--- config.mk ---
export PLATFORM = sky130hd
export DESIGN_NAME = sorted_sleep_timer_queue_top_flat
export DESIGN_NICKNAME = d
export VERILOG_FILES = /design/src/design/sstq_pkg.sv /design/src/design/sstq_if.sv /design/src/design/sorted_sleep_timer_queue_top.sv /design/src/design/sstq_mem.sv /design/src/design/sstq_ctrl.sv /design/src/flat_wrapper.sv
export SDC_FILE = /design/constraint.sdc
export NUM_CORES = 2
export LEC_CHECK = 0
export BUFFER_PORTS_ARGS = -buffer_cell sky130_fd_sc_hd__buf_2
export CAP_MARGIN = 20
export CORE_UTILIZATION = 45
export DETAILED_ROUTE_END_ITERATION = 10
export HOLD_SLACK_MARGIN = 0.05
export SYNTH_ARGS = -nofsm -noshare
export SYNTH_HDL_FRONTEND = slang
export SYNTH_SLANG_ARGS = --single-unit
--- constraint.sdc ---
create_clock -name clk_i -period 8 [get_ports clk_i]
set_input_delay 0.4 -clock clk_i [delete_from_list [all_inputs] [get_ports clk_i]]
set_output_delay 0.4 -clock clk_i [all_outputs]
set_load 0.02 [all_outputs]
--- src/design/sstq_pkg.sv ---
`default_nettype none

package sstq_pkg;

  // Fixed field widths of the channels
  localparam int unsigned TICK_W   = 63;
  localparam int unsigned THREAD_W = 8;
  localparam int unsigned DUR_W    = 32;
  localparam int unsigned PRIO_W   = 6;

  // Command codes
  localparam logic CMD_SLEEP = 1'b0;
  localparam logic CMD_TICK  = 1'b1;

  // Result kind
  typedef enum logic [1:0] {
    KIND_SLEEP = 2'd0,
    KIND_WOKEN = 2'd1,
    KIND_IDLE  = 2'd2
  } kind_e;

  // Sleep request status
  typedef enum logic [1:0] {
    STAT_QUEUED   = 2'd0,
    STAT_REJECTED = 2'd1,
    STAT_FULL     = 2'd2
  } status_e;

  // One result word from the controller to the output register
  typedef struct packed {
    kind_e               kind;
    status_e             status;
    logic [THREAD_W-1:0] woken_id;
    logic [TICK_W-1:0]   tick_count;
    logic                last;
  } res_t;

endpackage

`default_nettype wire

--- src/design/sstq_if.sv ---
`default_nettype none

// Request channel: sleep or tick commands
interface sstq_in_if;
  logic              valid;
  logic              ready;
  logic              command;
  logic [7:0]        thread_id;
  logic signed [31:0] sleep_ticks;
  logic [5:0]        priority_req;

  modport source (output valid, command, thread_id, sleep_ticks, priority_req,
                  input ready);
  modport sink   (input valid, command, thread_id, sleep_ticks, priority_req,
                  output ready);
endinterface

// Result channel: sleep status and wake reports
interface sstq_out_if;
  logic        valid;
  logic        ready;
  logic [1:0]  kind;
  logic [1:0]  status;
  logic [7:0]  woken_id;
  logic [62:0] tick_count;
  logic        last;

  modport source (output valid, kind, status, woken_id, tick_count, last,
                  input ready);
  modport sink   (input valid, kind, status, woken_id, tick_count, last,
                  output ready);
endinterface

`default_nettype wire

--- src/design/sorted_sleep_timer_queue_top.sv ---
`default_nettype none

// Sorted sleep-timer queue. A sleep word inserts its thread into a queue kept
// in one synchronous RAM, ordered by wake tick (counter + duration), higher
// priority first on equal ticks, arrival order otherwise; it returns one status
// word. A tick word advances the 63-bit counter and returns one word per woken
// thread from the front of the queue (last marks the final one), or a single
// no-wake word. Items are handled one at a time. A sleep item walks the queue
// from the tail to insert, one RAM read and one shifted write per cycle. A
// tick item makes one RAM read per entry examined and waits while the
// result side stalls. The output register lets the next item start while
// the last result word still waits. The RAM needs no clearing after reset.
module sorted_sleep_timer_queue_top
  import sstq_pkg::*;
#(
  parameter int unsigned QUEUE_DEPTH = 16,
  parameter int unsigned ID_BITS     = 8
) (
  input  wire logic   clk_i,
  input  wire logic   rst_ni,
  sstq_in_if.sink     in_i,
  sstq_out_if.source  out_o
);

  localparam int unsigned IdW  = (ID_BITS < THREAD_W) ? ID_BITS : THREAD_W;
  localparam int unsigned EntW = TICK_W + PRIO_W + IdW;
  localparam int unsigned IdxW = $clog2(QUEUE_DEPTH);

  logic            res_valid;
  logic            res_ready;
  res_t            res;
  logic            mem_we;
  logic [IdxW-1:0] mem_waddr;
  logic [EntW-1:0] mem_wdata;
  logic [IdxW-1:0] mem_raddr;
  logic [EntW-1:0] mem_rdata;
  logic            out_valid_q;
  res_t            out_res_q;

  sstq_ctrl #(
    .QUEUE_DEPTH (QUEUE_DEPTH),
    .ID_BITS     (ID_BITS)
  ) u_ctrl (
    .clk_i       (clk_i),
    .rst_ni      (rst_ni),
    .in_i        (in_i),
    .res_valid_o (res_valid),
    .res_ready_i (res_ready),
    .res_o       (res),
    .mem_we_o    (mem_we),
    .mem_waddr_o (mem_waddr),
    .mem_wdata_o (mem_wdata),
    .mem_raddr_o (mem_raddr),
    .mem_rdata_i (mem_rdata)
  );

  sstq_mem #(
    .DEPTH (QUEUE_DEPTH),
    .WIDTH (EntW)
  ) u_mem (
    .clk_i   (clk_i),
    .we_i    (mem_we),
    .waddr_i (mem_waddr),
    .wdata_i (mem_wdata),
    .raddr_i (mem_raddr),
    .rdata_o (mem_rdata)
  );

  // Output register: loads when empty or being drained
  assign res_ready = !out_valid_q || out_o.ready;

  always_ff @(posedge clk_i or negedge rst_ni) begin
    if (!rst_ni) begin
      out_valid_q <= 1'b0;
    end else if (res_valid && res_ready) begin
      out_valid_q <= 1'b1;
    end else if (out_o.ready) begin
      out_valid_q <= 1'b0;
    end
  end

  always_ff @(posedge clk_i) begin
    if (res_valid && res_ready) begin
      out_res_q <= res;
    end
  end

  assign out_o.valid      = out_valid_q;
  assign out_o.kind       = out_res_q.kind;
  assign out_o.status     = out_res_q.status;
  assign out_o.woken_id   = out_res_q.woken_id;
  assign out_o.tick_count = out_res_q.tick_count;
  assign out_o.last       = out_res_q.last;

endmodule

`default_nettype wire

--- src/design/sstq_mem.sv ---
`default_nettype none

module sstq_mem #(
  parameter int unsigned DEPTH = 16,
  parameter int unsigned WIDTH = 77
) (
  input  wire logic                     clk_i,
  input  wire logic                     we_i,
  input  wire logic [$clog2(DEPTH)-1:0] waddr_i,
  input  wire logic [WIDTH-1:0]         wdata_i,
  input  wire logic [$clog2(DEPTH)-1:0] raddr_i,
  output      logic [WIDTH-1:0]         rdata_o
);

  logic [WIDTH-1:0] mem_q [DEPTH];

  // One write port, one registered read port
  always_ff @(posedge clk_i) begin
    if (we_i) begin
      mem_q[waddr_i] <= wdata_i;
    end
    rdata_o <= mem_q[raddr_i];
  end

endmodule

`default_nettype wire

--- src/design/sstq_ctrl.sv ---
`default_nettype none

module sstq_ctrl
  import sstq_pkg::*;
#(
  parameter int unsigned QUEUE_DEPTH = 16,
  parameter int unsigned ID_BITS     = 8,
  localparam int unsigned IdW  = (ID_BITS < THREAD_W) ? ID_BITS : THREAD_W,
  localparam int unsigned EntW = TICK_W + PRIO_W + IdW,
  localparam int unsigned IdxW = $clog2(QUEUE_DEPTH)
) (
  input  wire logic            clk_i,
  input  wire logic            rst_ni,
  sstq_in_if.sink              in_i,
  output      logic            res_valid_o,
  input  wire logic            res_ready_i,
  output      res_t            res_o,
  output      logic            mem_we_o,
  output      logic [IdxW-1:0] mem_waddr_o,
  output      logic [EntW-1:0] mem_wdata_o,
  output      logic [IdxW-1:0] mem_raddr_o,
  input  wire logic [EntW-1:0] mem_rdata_i
);

  localparam int unsigned CntW = $clog2(QUEUE_DEPTH + 1);
  localparam int unsigned SumW = IdxW + 1;

  typedef enum logic [4:0] {
    S_IDLE     = 5'b00001,
    S_INS      = 5'b00010,
    S_INS_LAST = 5'b00100,
    S_TICK     = 5'b01000,
    S_EMIT     = 5'b10000
  } state_e;

  // Logical queue offset to physical slot, ring of QUEUE_DEPTH entries
  function automatic logic [IdxW-1:0] phys(input logic [IdxW-1:0] base,
                                           input logic [IdxW-1:0] off);
    logic [SumW-1:0] s;
    s = SumW'(base) + SumW'(off);
    if (s >= SumW'(QUEUE_DEPTH)) begin
      s = s - SumW'(QUEUE_DEPTH);
    end
    return s[IdxW-1:0];
  endfunction

  state_e              state_q, state_d;
  logic [TICK_W-1:0]   counter_q, counter_d;
  logic [IdxW-1:0]     head_q, head_d;
  logic [CntW-1:0]     count_q, count_d;
  logic [IdxW-1:0]     idx_q, idx_d;
  logic [TICK_W-1:0]   new_wake_q, new_wake_d;
  logic [PRIO_W-1:0]   new_prio_q, new_prio_d;
  logic [IdW-1:0]      new_id_q, new_id_d;
  logic                pend_q, pend_d;
  logic [IdW-1:0]      pend_id_q, pend_id_d;
  kind_e               emit_kind_q, emit_kind_d;
  status_e             emit_status_q, emit_status_d;

  logic [TICK_W-1:0]   e_wake;
  logic [PRIO_W-1:0]   e_prio;
  logic [IdW-1:0]      e_id;
  logic                goes_before;
  logic                e_due;
  logic                nonpos;
  logic [TICK_W-1:0]   in_wake;

  // Fields of the entry read last cycle
  assign e_wake = mem_rdata_i[EntW-1 -: TICK_W];
  assign e_prio = mem_rdata_i[PRIO_W+IdW-1 -: PRIO_W];
  assign e_id   = mem_rdata_i[IdW-1:0];

  assign goes_before = (new_wake_q < e_wake) ||
                       ((new_wake_q == e_wake) && (new_prio_q > e_prio));
  assign e_due       = (e_wake <= counter_q);

  assign nonpos  = in_i.sleep_ticks[DUR_W-1] || (in_i.sleep_ticks == '0);
  assign in_wake = counter_q + TICK_W'(unsigned'(in_i.sleep_ticks));

  assign in_i.ready = (state_q == S_IDLE);

  // Sequencer: insert walks from the tail, tick walks from the head
  always_comb begin
    state_d       = state_q;
    counter_d     = counter_q;
    head_d        = head_q;
    count_d       = count_q;
    idx_d         = idx_q;
    new_wake_d    = new_wake_q;
    new_prio_d    = new_prio_q;
    new_id_d      = new_id_q;
    pend_d        = pend_q;
    pend_id_d     = pend_id_q;
    emit_kind_d   = emit_kind_q;
    emit_status_d = emit_status_q;
    mem_we_o      = 1'b0;
    mem_waddr_o   = head_q;
    mem_wdata_o   = {new_wake_q, new_prio_q, new_id_q};
    mem_raddr_o   = head_q;
    res_valid_o   = 1'b0;
    res_o.kind       = KIND_WOKEN;
    res_o.status     = STAT_QUEUED;
    res_o.woken_id   = THREAD_W'(pend_id_q);
    res_o.tick_count = counter_q;
    res_o.last       = 1'b0;

    unique case (state_q)
      S_IDLE: begin
        if (in_i.valid) begin
          emit_status_d = STAT_QUEUED;
          if (in_i.command == CMD_TICK) begin
            counter_d = counter_q + TICK_W'(1);
            pend_d    = 1'b0;
            if (count_q == '0) begin
              emit_kind_d = KIND_IDLE;
              state_d     = S_EMIT;
            end else begin
              emit_kind_d = KIND_WOKEN;
              state_d     = S_TICK;
            end
          end else begin
            emit_kind_d = KIND_SLEEP;
            new_wake_d  = in_wake;
            new_prio_d  = in_i.priority_req;
            new_id_d    = in_i.thread_id[IdW-1:0];
            if (nonpos) begin
              emit_status_d = STAT_REJECTED;
              state_d       = S_EMIT;
            end else if (count_q == CntW'(QUEUE_DEPTH)) begin
              emit_status_d = STAT_FULL;
              state_d       = S_EMIT;
            end else if (count_q == '0) begin
              mem_we_o    = 1'b1;
              mem_waddr_o = head_q;
              mem_wdata_o = {in_wake, in_i.priority_req, in_i.thread_id[IdW-1:0]};
              count_d     = count_q + CntW'(1);
              state_d     = S_EMIT;
            end else begin
              idx_d       = IdxW'(count_q - CntW'(1));
              mem_raddr_o = phys(head_q, IdxW'(count_q - CntW'(1)));
              state_d     = S_INS;
            end
          end
        end
      end

      S_INS: begin
        mem_we_o    = 1'b1;
        mem_waddr_o = phys(head_q, idx_q + IdxW'(1));
        if (goes_before) begin
          // shift this entry up one slot
          mem_wdata_o = mem_rdata_i;
          if (idx_q == '0) begin
            state_d = S_INS_LAST;
          end else begin
            idx_d       = idx_q - IdxW'(1);
            mem_raddr_o = phys(head_q, idx_q - IdxW'(1));
          end
        end else begin
          count_d = count_q + CntW'(1);
          state_d = S_EMIT;
        end
      end

      S_INS_LAST: begin
        mem_we_o    = 1'b1;
        mem_waddr_o = head_q;
        count_d     = count_q + CntW'(1);
        state_d     = S_EMIT;
      end

      S_TICK: begin
        // a due entry is held one step so that last can be known
        if (e_due) begin
          if (pend_q) begin
            res_valid_o = 1'b1;
          end
          if (!pend_q || res_ready_i) begin
            pend_d    = 1'b1;
            pend_id_d = e_id;
            head_d    = phys(head_q, IdxW'(1));
            count_d   = count_q - CntW'(1);
            if (count_q == CntW'(1)) begin
              state_d = S_EMIT;
            end else begin
              mem_raddr_o = phys(head_q, IdxW'(1));
            end
          end
        end else begin
          emit_kind_d = pend_q ? KIND_WOKEN : KIND_IDLE;
          state_d     = S_EMIT;
        end
      end

      S_EMIT: begin
        res_valid_o  = 1'b1;
        res_o.kind   = emit_kind_q;
        res_o.status = emit_status_q;
        res_o.woken_id = (emit_kind_q == KIND_WOKEN) ? THREAD_W'(pend_id_q) : '0;
        res_o.last   = 1'b1;
        if (res_ready_i) begin
          state_d = S_IDLE;
        end
      end

      default: begin
        state_d = S_IDLE;
      end
    endcase
  end

  // Control state
  always_ff @(posedge clk_i or negedge rst_ni) begin
    if (!rst_ni) begin
      state_q   <= S_IDLE;
      counter_q <= '0;
      head_q    <= '0;
      count_q   <= '0;
      pend_q    <= 1'b0;
    end else begin
      state_q   <= state_d;
      counter_q <= counter_d;
      head_q    <= head_d;
      count_q   <= count_d;
      pend_q    <= pend_d;
    end
  end

  // Work registers, no reset needed
  always_ff @(posedge clk_i) begin
    idx_q         <= idx_d;
    new_wake_q    <= new_wake_d;
    new_prio_q    <= new_prio_d;
    new_id_q      <= new_id_d;
    pend_id_q     <= pend_id_d;
    emit_kind_q   <= emit_kind_d;
    emit_status_q <= emit_status_d;
  end

  // Checks
  a_count_bound: assert property (@(posedge clk_i) disable iff (!rst_ni)
    count_q <= CntW'(QUEUE_DEPTH))
    else $error("queue count above depth");

  a_shift_no_overlap: assert property (@(posedge clk_i) disable iff (!rst_ni)
    (mem_we_o && (state_q == S_INS)) |-> (mem_waddr_o != mem_raddr_o))
    else $error("shift writes the slot being read");

  a_mid_is_woken: assert property (@(posedge clk_i) disable iff (!rst_ni)
    (res_valid_o && !res_o.last) |-> (res_o.kind == KIND_WOKEN))
    else $error("non-final result is not a wake report");

  a_tick_advance: assert property (@(posedge clk_i) disable iff (!rst_ni)
    (in_i.valid && in_i.ready && (in_i.command == CMD_TICK))
      |=> (counter_q == $past(counter_q) + TICK_W'(1)))
    else $error("tick did not advance counter");

  a_idle_no_result: assert property (@(posedge clk_i) disable iff (!rst_ni)
    (state_q == S_IDLE) |-> !res_valid_o)
    else $error("result while idle");

endmodule

`default_nettype wire

--- src/flat_wrapper.sv ---
// flat-port wrapper written by rule: the top's interface ports become plain ports
module sorted_sleep_timer_queue_top_flat import sstq_pkg::*;
#(
  parameter int unsigned QUEUE_DEPTH = 16,
  parameter int unsigned ID_BITS     = 8
)
  (clk_i, rst_ni, in_i_valid, in_i_command, in_i_thread_id, in_i_sleep_ticks, in_i_priority_req, in_i_ready, out_o_valid, out_o_kind, out_o_status, out_o_woken_id, out_o_tick_count, out_o_last, out_o_ready);
  sstq_in_if in_i_i ();
  sstq_out_if out_o_i ();
  input  wire logic clk_i;
  input  wire logic rst_ni;
  input wire logic [$bits(in_i_i.valid)-1:0] in_i_valid;
  input wire logic [$bits(in_i_i.command)-1:0] in_i_command;
  input wire logic [$bits(in_i_i.thread_id)-1:0] in_i_thread_id;
  input wire logic [$bits(in_i_i.sleep_ticks)-1:0] in_i_sleep_ticks;
  input wire logic [$bits(in_i_i.priority_req)-1:0] in_i_priority_req;
  output wire logic [$bits(in_i_i.ready)-1:0] in_i_ready;
  output wire logic [$bits(out_o_i.valid)-1:0] out_o_valid;
  output wire logic [$bits(out_o_i.kind)-1:0] out_o_kind;
  output wire logic [$bits(out_o_i.status)-1:0] out_o_status;
  output wire logic [$bits(out_o_i.woken_id)-1:0] out_o_woken_id;
  output wire logic [$bits(out_o_i.tick_count)-1:0] out_o_tick_count;
  output wire logic [$bits(out_o_i.last)-1:0] out_o_last;
  input wire logic [$bits(out_o_i.ready)-1:0] out_o_ready;
  assign in_i_i.valid = in_i_valid;
  assign in_i_i.command = in_i_command;
  assign in_i_i.thread_id = in_i_thread_id;
  assign in_i_i.sleep_ticks = in_i_sleep_ticks;
  assign in_i_i.priority_req = in_i_priority_req;
  assign in_i_ready = in_i_i.ready;
  assign out_o_valid = out_o_i.valid;
  assign out_o_kind = out_o_i.kind;
  assign out_o_status = out_o_i.status;
  assign out_o_woken_id = out_o_i.woken_id;
  assign out_o_tick_count = out_o_i.tick_count;
  assign out_o_last = out_o_i.last;
  assign out_o_i.ready = out_o_ready;
  sorted_sleep_timer_queue_top #(.QUEUE_DEPTH(QUEUE_DEPTH), .ID_BITS(ID_BITS)) u_core (.clk_i(clk_i), .rst_ni(rst_ni), .in_i(in_i_i), .out_o(out_o_i));
endmodule
# Yosys cells after proc, flatten, opt, wreduce, memory -nomap -nowiden
# Memories as Yosys holds them, arrays and structs flattened. A register that Yosys moved wholly into a read port is not among the register bits.
# Index checks and enable logic that the tools add are counted.
dict set report op_classes {
  n_addsub 14
  order_cmp 7
  n_eq_ne 26
  mux 82
  bitwise_logic 1
  reduce_logical 26
}
# operator count
set op_table {}
lappend op_table {{2-to-1 mux 77 bit} 6}
lappend op_table {{case mux 77 bit (2 select lines)} 1}
lappend op_table {{2-to-1 mux 5 bit} 20}
lappend op_table {{2-to-1 mux 4 bit} 22}
lappend op_table {{adder 63 x 1 -> 63 bit, second input constant} 1}
lappend op_table {{adder 63 x 32 -> 63 bit} 1}
lappend op_table {{equality test 63 bit} 1}
lappend op_table {{<= comparator 63 bit} 1}
lappend op_table {{< comparator 63 bit} 1}
lappend op_table {{zero test 32 bit} 1}
lappend op_table {{case mux 5 bit (5 select lines)} 1}
lappend op_table {{!= test 2 bit, second input constant} 12}
lappend op_table {{greater-or-equal comparator 5 bit, second input constant} 4}
lappend op_table {{case mux 5 bit (4 select lines)} 1}
lappend op_table {{subtractor 4 x 1 -> 4 bit, second input constant} 5}
lappend op_table {{2-to-1 mux 1 bit} 17}
lappend op_table {{2-to-1 mux 8 bit} 2}
lappend op_table {{adder 4 x 4 -> 5 bit} 3}
lappend op_table {{2-to-1 mux 2 bit} 6}
lappend op_table {{case mux 4 bit (3 select lines)} 1}
lappend op_table {{AND reduction 3 bit} 4}
lappend op_table {{equality test 5 x 1 -> 1 bit, second input constant} 2}
lappend op_table {{equality test 5 bit, second input constant} 2}
lappend op_table {{AND reduction 5 bit} 2}
lappend op_table {{other kinds (26)} 39}
dict set report totals {
  register_bits 248
  ram_bits 1232
  in_bits 51
  output_inout_bits 78
  elab_cells 176
  mem_count 1
}
# name depth width read_ports rd_clocked_by_memory_dff write_ports line_no
set mem_list {}
lappend mem_list {u_core.u_mem.mem_q 16 77 1 1 1 sstq_mem.sv:15} ;# logic [WIDTH-1:0] mem_q [DEPTH];

# Depth between registers and ports, before layout
dict set report logic_depth {
  word_depth 10
  depth_mapped 18
  depth_no_buf 15
}

# Modules after synthesis
# From an unflattened synthesis, not the netlist that was laid out.
dict set report unflattened {
  hier_cells 3668
  hier_area_um2 64391.8
}
# module instances cells_per_inst area_per_inst_um2 seq_area_each_um2
set modules_own_cells {}
lappend modules_own_cells {sstq_mem 1 1978 47575.6 38537.0}
lappend modules_own_cells {sstq_ctrl 1 1610 14480.1 4745.8}
lappend modules_own_cells {sorted_sleep_timer_queue_top 1 80 2336.0 2307.2}

# Least setup slack after synthesis
# OpenSTA, ideal clock, no wires.
dict set report synth_path {
  kind {reg-to-reg}
  startpoint {register u_core.u_ctrl.state_q[0]}
  endpoint {memory u_core.u_mem.mem_q[1][0] (enable)}
  setup_ps 513
  arrival_time_ps 5660
  t_required_ps 7487
  path_slack_ps 1827
  path_stages_with_launch 11
  n_path_buf 0
  period_less_slack_ps 6173
  cell_sequence {dfstp_2 -> nor3b_1 -> nand2_1 -> inv_1 -> nand2_1 -> inv_1 -> nand2_1 -> a21boi_0 -> nor2_1 -> or2_2 -> nor2_1}
}
dict set report synth_between {
  elab_cells_between_ends 8
  cone_classes {3 x eq/ne; 4 x mux; 1 x reduce/logical}
}
# item line_no
set synth_rtl {}
lappend synth_rtl {{start: declaration} sstq_ctrl.sv:47} ;# state_e state_q, state_d;
lappend synth_rtl {{start signal: assignment} sstq_ctrl.sv:221} ;# state_q <= state_d;
lappend synth_rtl {{equality test 5 x 1 -> 1 bit} --}
lappend synth_rtl {{via in_i_ready} flat_wrapper.sv:17} ;# output wire logic [$bits(in_i_i.ready)-1:0] in_i_ready;
lappend synth_rtl {{case mux 1 bit (2 select lines)} sstq_ctrl.sv:107} ;# unique case (state_q)
lappend synth_rtl {{2-to-1 mux 1 bit} sstq_mem.sv:19} ;# if (we_i) begin
lappend synth_rtl {{2-to-1 mux 1 bit (implied by the code)} sstq_mem.sv:20} ;# mem_q[waddr_i] <= wdata_i;
lappend synth_rtl {{end: declaration} sstq_mem.sv:15}
# The timed path passes the listed nets, and every way through them passes these cells.

# Worst setup path after layout
dict set report layout_path {
  startpoint {register u_core.u_ctrl.counter_q[49]}
  endpoint {register u_core.u_mem.rdata_o[4], read port of u_core.u_mem.mem_q}
}
dict set report layout_between {
  elab_chain_len 3
}
# item line_no
set layout_rtl {}
lappend layout_rtl {{start: declaration} sstq_ctrl.sv:48} ;# logic [TICK_W-1:0] counter_q, counter_d;
lappend layout_rtl {{start signal: assignment} sstq_ctrl.sv:222} ;# counter_q <= counter_d;
lappend layout_rtl {{<= comparator 63 bit} sstq_ctrl.sv:75} ;# assign e_due = (e_wake <= counter_q);
lappend layout_rtl {{2-to-1 mux 4 bit} sstq_ctrl.sv:174} ;# if (e_due) begin
lappend layout_rtl {{case mux 4 bit (3 select lines)} sstq_ctrl.sv:107}
lappend layout_rtl {{end: declaration} sstq_mem.sv:12} ;# output logic [WIDTH-1:0] rdata_o
# No other way between the ends.
# A chain may end at the register's enable or synchronous reset.

==> results_dict.tcl <==
set metrics [dict create \
    yosys_warnings 0 \
    core_area_um2 146000 \
    grt.total_usage_pct 24.7 \
    synth_compound_area_share_pct 9.41 \
    setup_violations 0 \
    worst_pin_slew_ps 1120 \
    netlist_area_um2 66600 \
    dieArea_um2 150000 \
    fp-row-count 140 \
    place.port_buffers 128 \
    cts.clk_slew.worst_paths_ps 70 \
    cts_buffer_depth 3 \
    maxCapViolations 0 \
    drv_slew 0 \
    synth_mux_area_share_pct 5.89 \
    max-vdd-ir-drop_mv 0.293 \
    fillerInstances 11925 \
    synth_cell_types 82 \
    fmax_ghz 0.147 \
    outcome "complete, no violations" \
    cts_tree "built" \
    fin_nets 4886 \
    tns_ps 0 \
    cp-start-kind "flop" \
    finalCritPeriodShare_pct 85.1 \
    drive_gt1_share_pct 12.5 \
    cp.required_ps 8740 \
    grt_first_pass_wirelength_mm 272 \
    hold_viol_final 0 \
    r2r.worst_path.cells 15 \
    design_power_total_mw 26.4 \
    place_hpwl_mm 106 \
    synthDominantCellAreaShare_pct 63.2 \
    synth_top_family_by_area "compound AO/OA/AOI/OAI gates" \
    die_h_um 387 \
    gp_congestion 0.898 \
    postRouteAntennaNets 0 \
    finalCriticalPeriod_ps 6810 \
    cts-root-buf "clkbuf_16" \
    ys_seq_area_share_pct 68.4 \
    synth_common_cells "edfxtp_1 (1401), mux2i_1 (391), and3_1 (247), a211oi_1 (243), nand2_1 (198)" \
    synth-seq-cells 1557 \
    synth_xor_area_share_pct 1.92 \
    antenna_found_initial 3 \
    synth_top_cell_by_area "edfxtp_1" \
    finClkSkew_ps 33.6 \
    synth_nets 4746 \
    endpoint_kind "flop" \
    grt_max_degree 165 \
    slew_headroom_pct 25.3 \
    cp.arrival_ps 7550 \
    htreeDepth 4 \
    synth-adder-area-share_pct 3.48 \
    ys_top_cells_by_area "edfxtp_1 (63%), mux2i_1 (5.9%), ha_1 (3.4%)" \
    syn-instance-count 4512 \
    drt_wl_total_mm 188 \
    drc 0 \
    clk_latency_ps 810 \
    crit_fanout 161 \
    critPathKind "flop to flop" \
    die_w_um 387 \
    synth_edf_count 1401 \
    worstHoldPathCells 3 \
    start_util_pct 45.5 \
    cts_setup_buffers 0 \
    area_growth_pct 12.7 \
    grt_setup_unrepaired "false" \
    vias 40790 \
    synth.most_common_cell "edfxtp_1" \
    routed_via_density 6.09 \
    drt-initial-drc-count 4432 \
    overflow 0 \
    dr.pass1.iters 6 \
    syn_avg_cell_area_um2 14.8 \
    cts_buffers 157 \
    ys.flop_type "edfxtp_1" \
    synth_simple_gate_area_share_pct 8.16 \
    post_drt_wl_per_cell_um 28.0 \
    leakage_nw 27.3 \
    powerDensity_nw_per_um2 352 \
    boundaryPins 129 \
    min_path_type "input pin to flop" \
    grt_pass1_vias 39170 \
    cts_sinks 1557 \
    async_flop_share_pct 5.07 \
]
## kinds of logic after synthesis
family	count (synthesis)
xor+xnor	146
compound gates	829
buf+inv	419
mux	392
simple gates	986
fa+ha+maj	183
flops	1557
## path summary, 6_finish.rpt
kind	from	endpoint	slack, ps
min in group asynchronous	rst_ni	u_core.u_ctrl.counter_q[18]	340
worst max-delay path	u_core.u_ctrl.counter_q[49]	u_core.u_mem.rdata_o[4]	1190
worst min register to register	u_core.u_mem.rdata_o[6]	u_core.u_ctrl.pend_id_q[6]	440
worst min-delay path	in_i_sleep_ticks[2]	u_core.u_ctrl.new_wake_q[2]	140
max in group asynchronous	rst_ni	u_core.u_ctrl.counter_q[16]	6730
worst max register to register	u_core.u_ctrl.counter_q[49]	u_core.u_mem.rdata_o[4]	1190
## final cells by class
cell class / count / area [um^2] / share of cell area [%]
inverters: 154 / 578 / 0.770
flip-flops and latches: 1557 / 45600 / 60.7
clock inverters: 72 / 736 / 0.980
multi-input cells: 2536 / 19500 / 25.9
diodes: 1 / 2.50 / 0.00333
repair buffers: 246 / 1830 / 2.44
well taps: 1917 / 2400 / 3.20
clock buffers: 220 / 4450 / 5.93
## layer usage
| layer | GRT usage (%) | wire length [um] | up-vias |
|---|---|---|---|
| li1 | - | - | 18062 |
| met1 | 36.0 | 82700 | 20710 |
| met2 | 38.0 | 85100 | 1734 |
| met3 | 4.39 | 15100 | 284 |
| met4 | 6.82 | 4630 | 0 |
| met5 | 0 | 0 | - |
## critical path: stages, from the launching register on
cell,delay [ps]
dfrtp_1,560
inv_1,180
ha_1,330
nand4_1,200
nor4_2,780
nand4_1,430
nor4_2,940
nand2_1,250
and3_1,280
o21ai_4,270
buf_4,660
buf_12,560
and3_1,270
a211oi_1,50
nor4_1,540
or4_1,210
## where the power goes
group | internal, mW | leakage (nW) | switching (mW)
registers | 9.62 | 14.0 | 0.536
clock network | 4.24 | 2.54 | 3.16
logic | 3.11 | 10.8 | 5.75
## cells in the final DEF, fill, tap and decap left out, drive strengths merged, types with 11 or more instances in the layout
cell type / synthesis / routed
nor4: 102 / 102
mux2i: 391 / 391
inv: 153 / 166
a21oi: 96 / 96
a31oi: 11 / 11
and3: 247 / 247
nor2: 111 / 111
buf: 103 / 225
a22o: 23 / 23
xnor2: 129 / 129
nand4: 48 / 48
nor3: 53 / 53
a211oi: 320 / 320
or4: 83 / 83
clkinv: 1 / 48
clkbuf: 162 / 220
nand3: 73 / 73
a22oi: 43 / 43
xor2: 17 / 17
dlygate4sd3: 0 / 21
o21ai: 41 / 41
nand2b: 13 / 13
dfrtp: 78 / 78
o22ai: 158 / 158
and2: 20 / 20
ha: 179 / 179
nand2: 200 / 200
dfxtp: 77 / 77
edfxtp: 1401 / 1401
a21o: 60 / 60
## registers in the layout, indices dropped and copies added (netlist names), 8 cells and up
register                  cells
u_core.out_o.tick_count      63
u_core.u_mem.mem_q         1232
u_core.u_ctrl.new_id_q        8
u_core.out_o.woken_id         8
u_core.u_mem.rdata_o         77
u_core.u_ctrl.pend_id_q       8
u_core.u_ctrl.counter_q      63
u_core.u_ctrl.new_wake_q     63
## through the flow
stage          cells  utilization (%)  hold slack (ps)  setup WS, ps  area (um^2)
6_report        6703             51.3              139          1190        75100
5_1_grt         6702             51.3              152          1080        75100
4_1_cts         6700             51.3             75.5          1160        75000
3_5_place_dp    6387             47.6              285          1160        69600
3_3_place_gp    6386             47.6              285           613        69600
2_1_floorplan   4512                -              104          1830        66600
## what timing repair did
action | in CTS | in global routing
hold buffers | 21 | 0
hold endpoints to repair | 100 | 0
resized for setup | 0 | 0
Note: power is estimated with default switching activity, not from simulation.
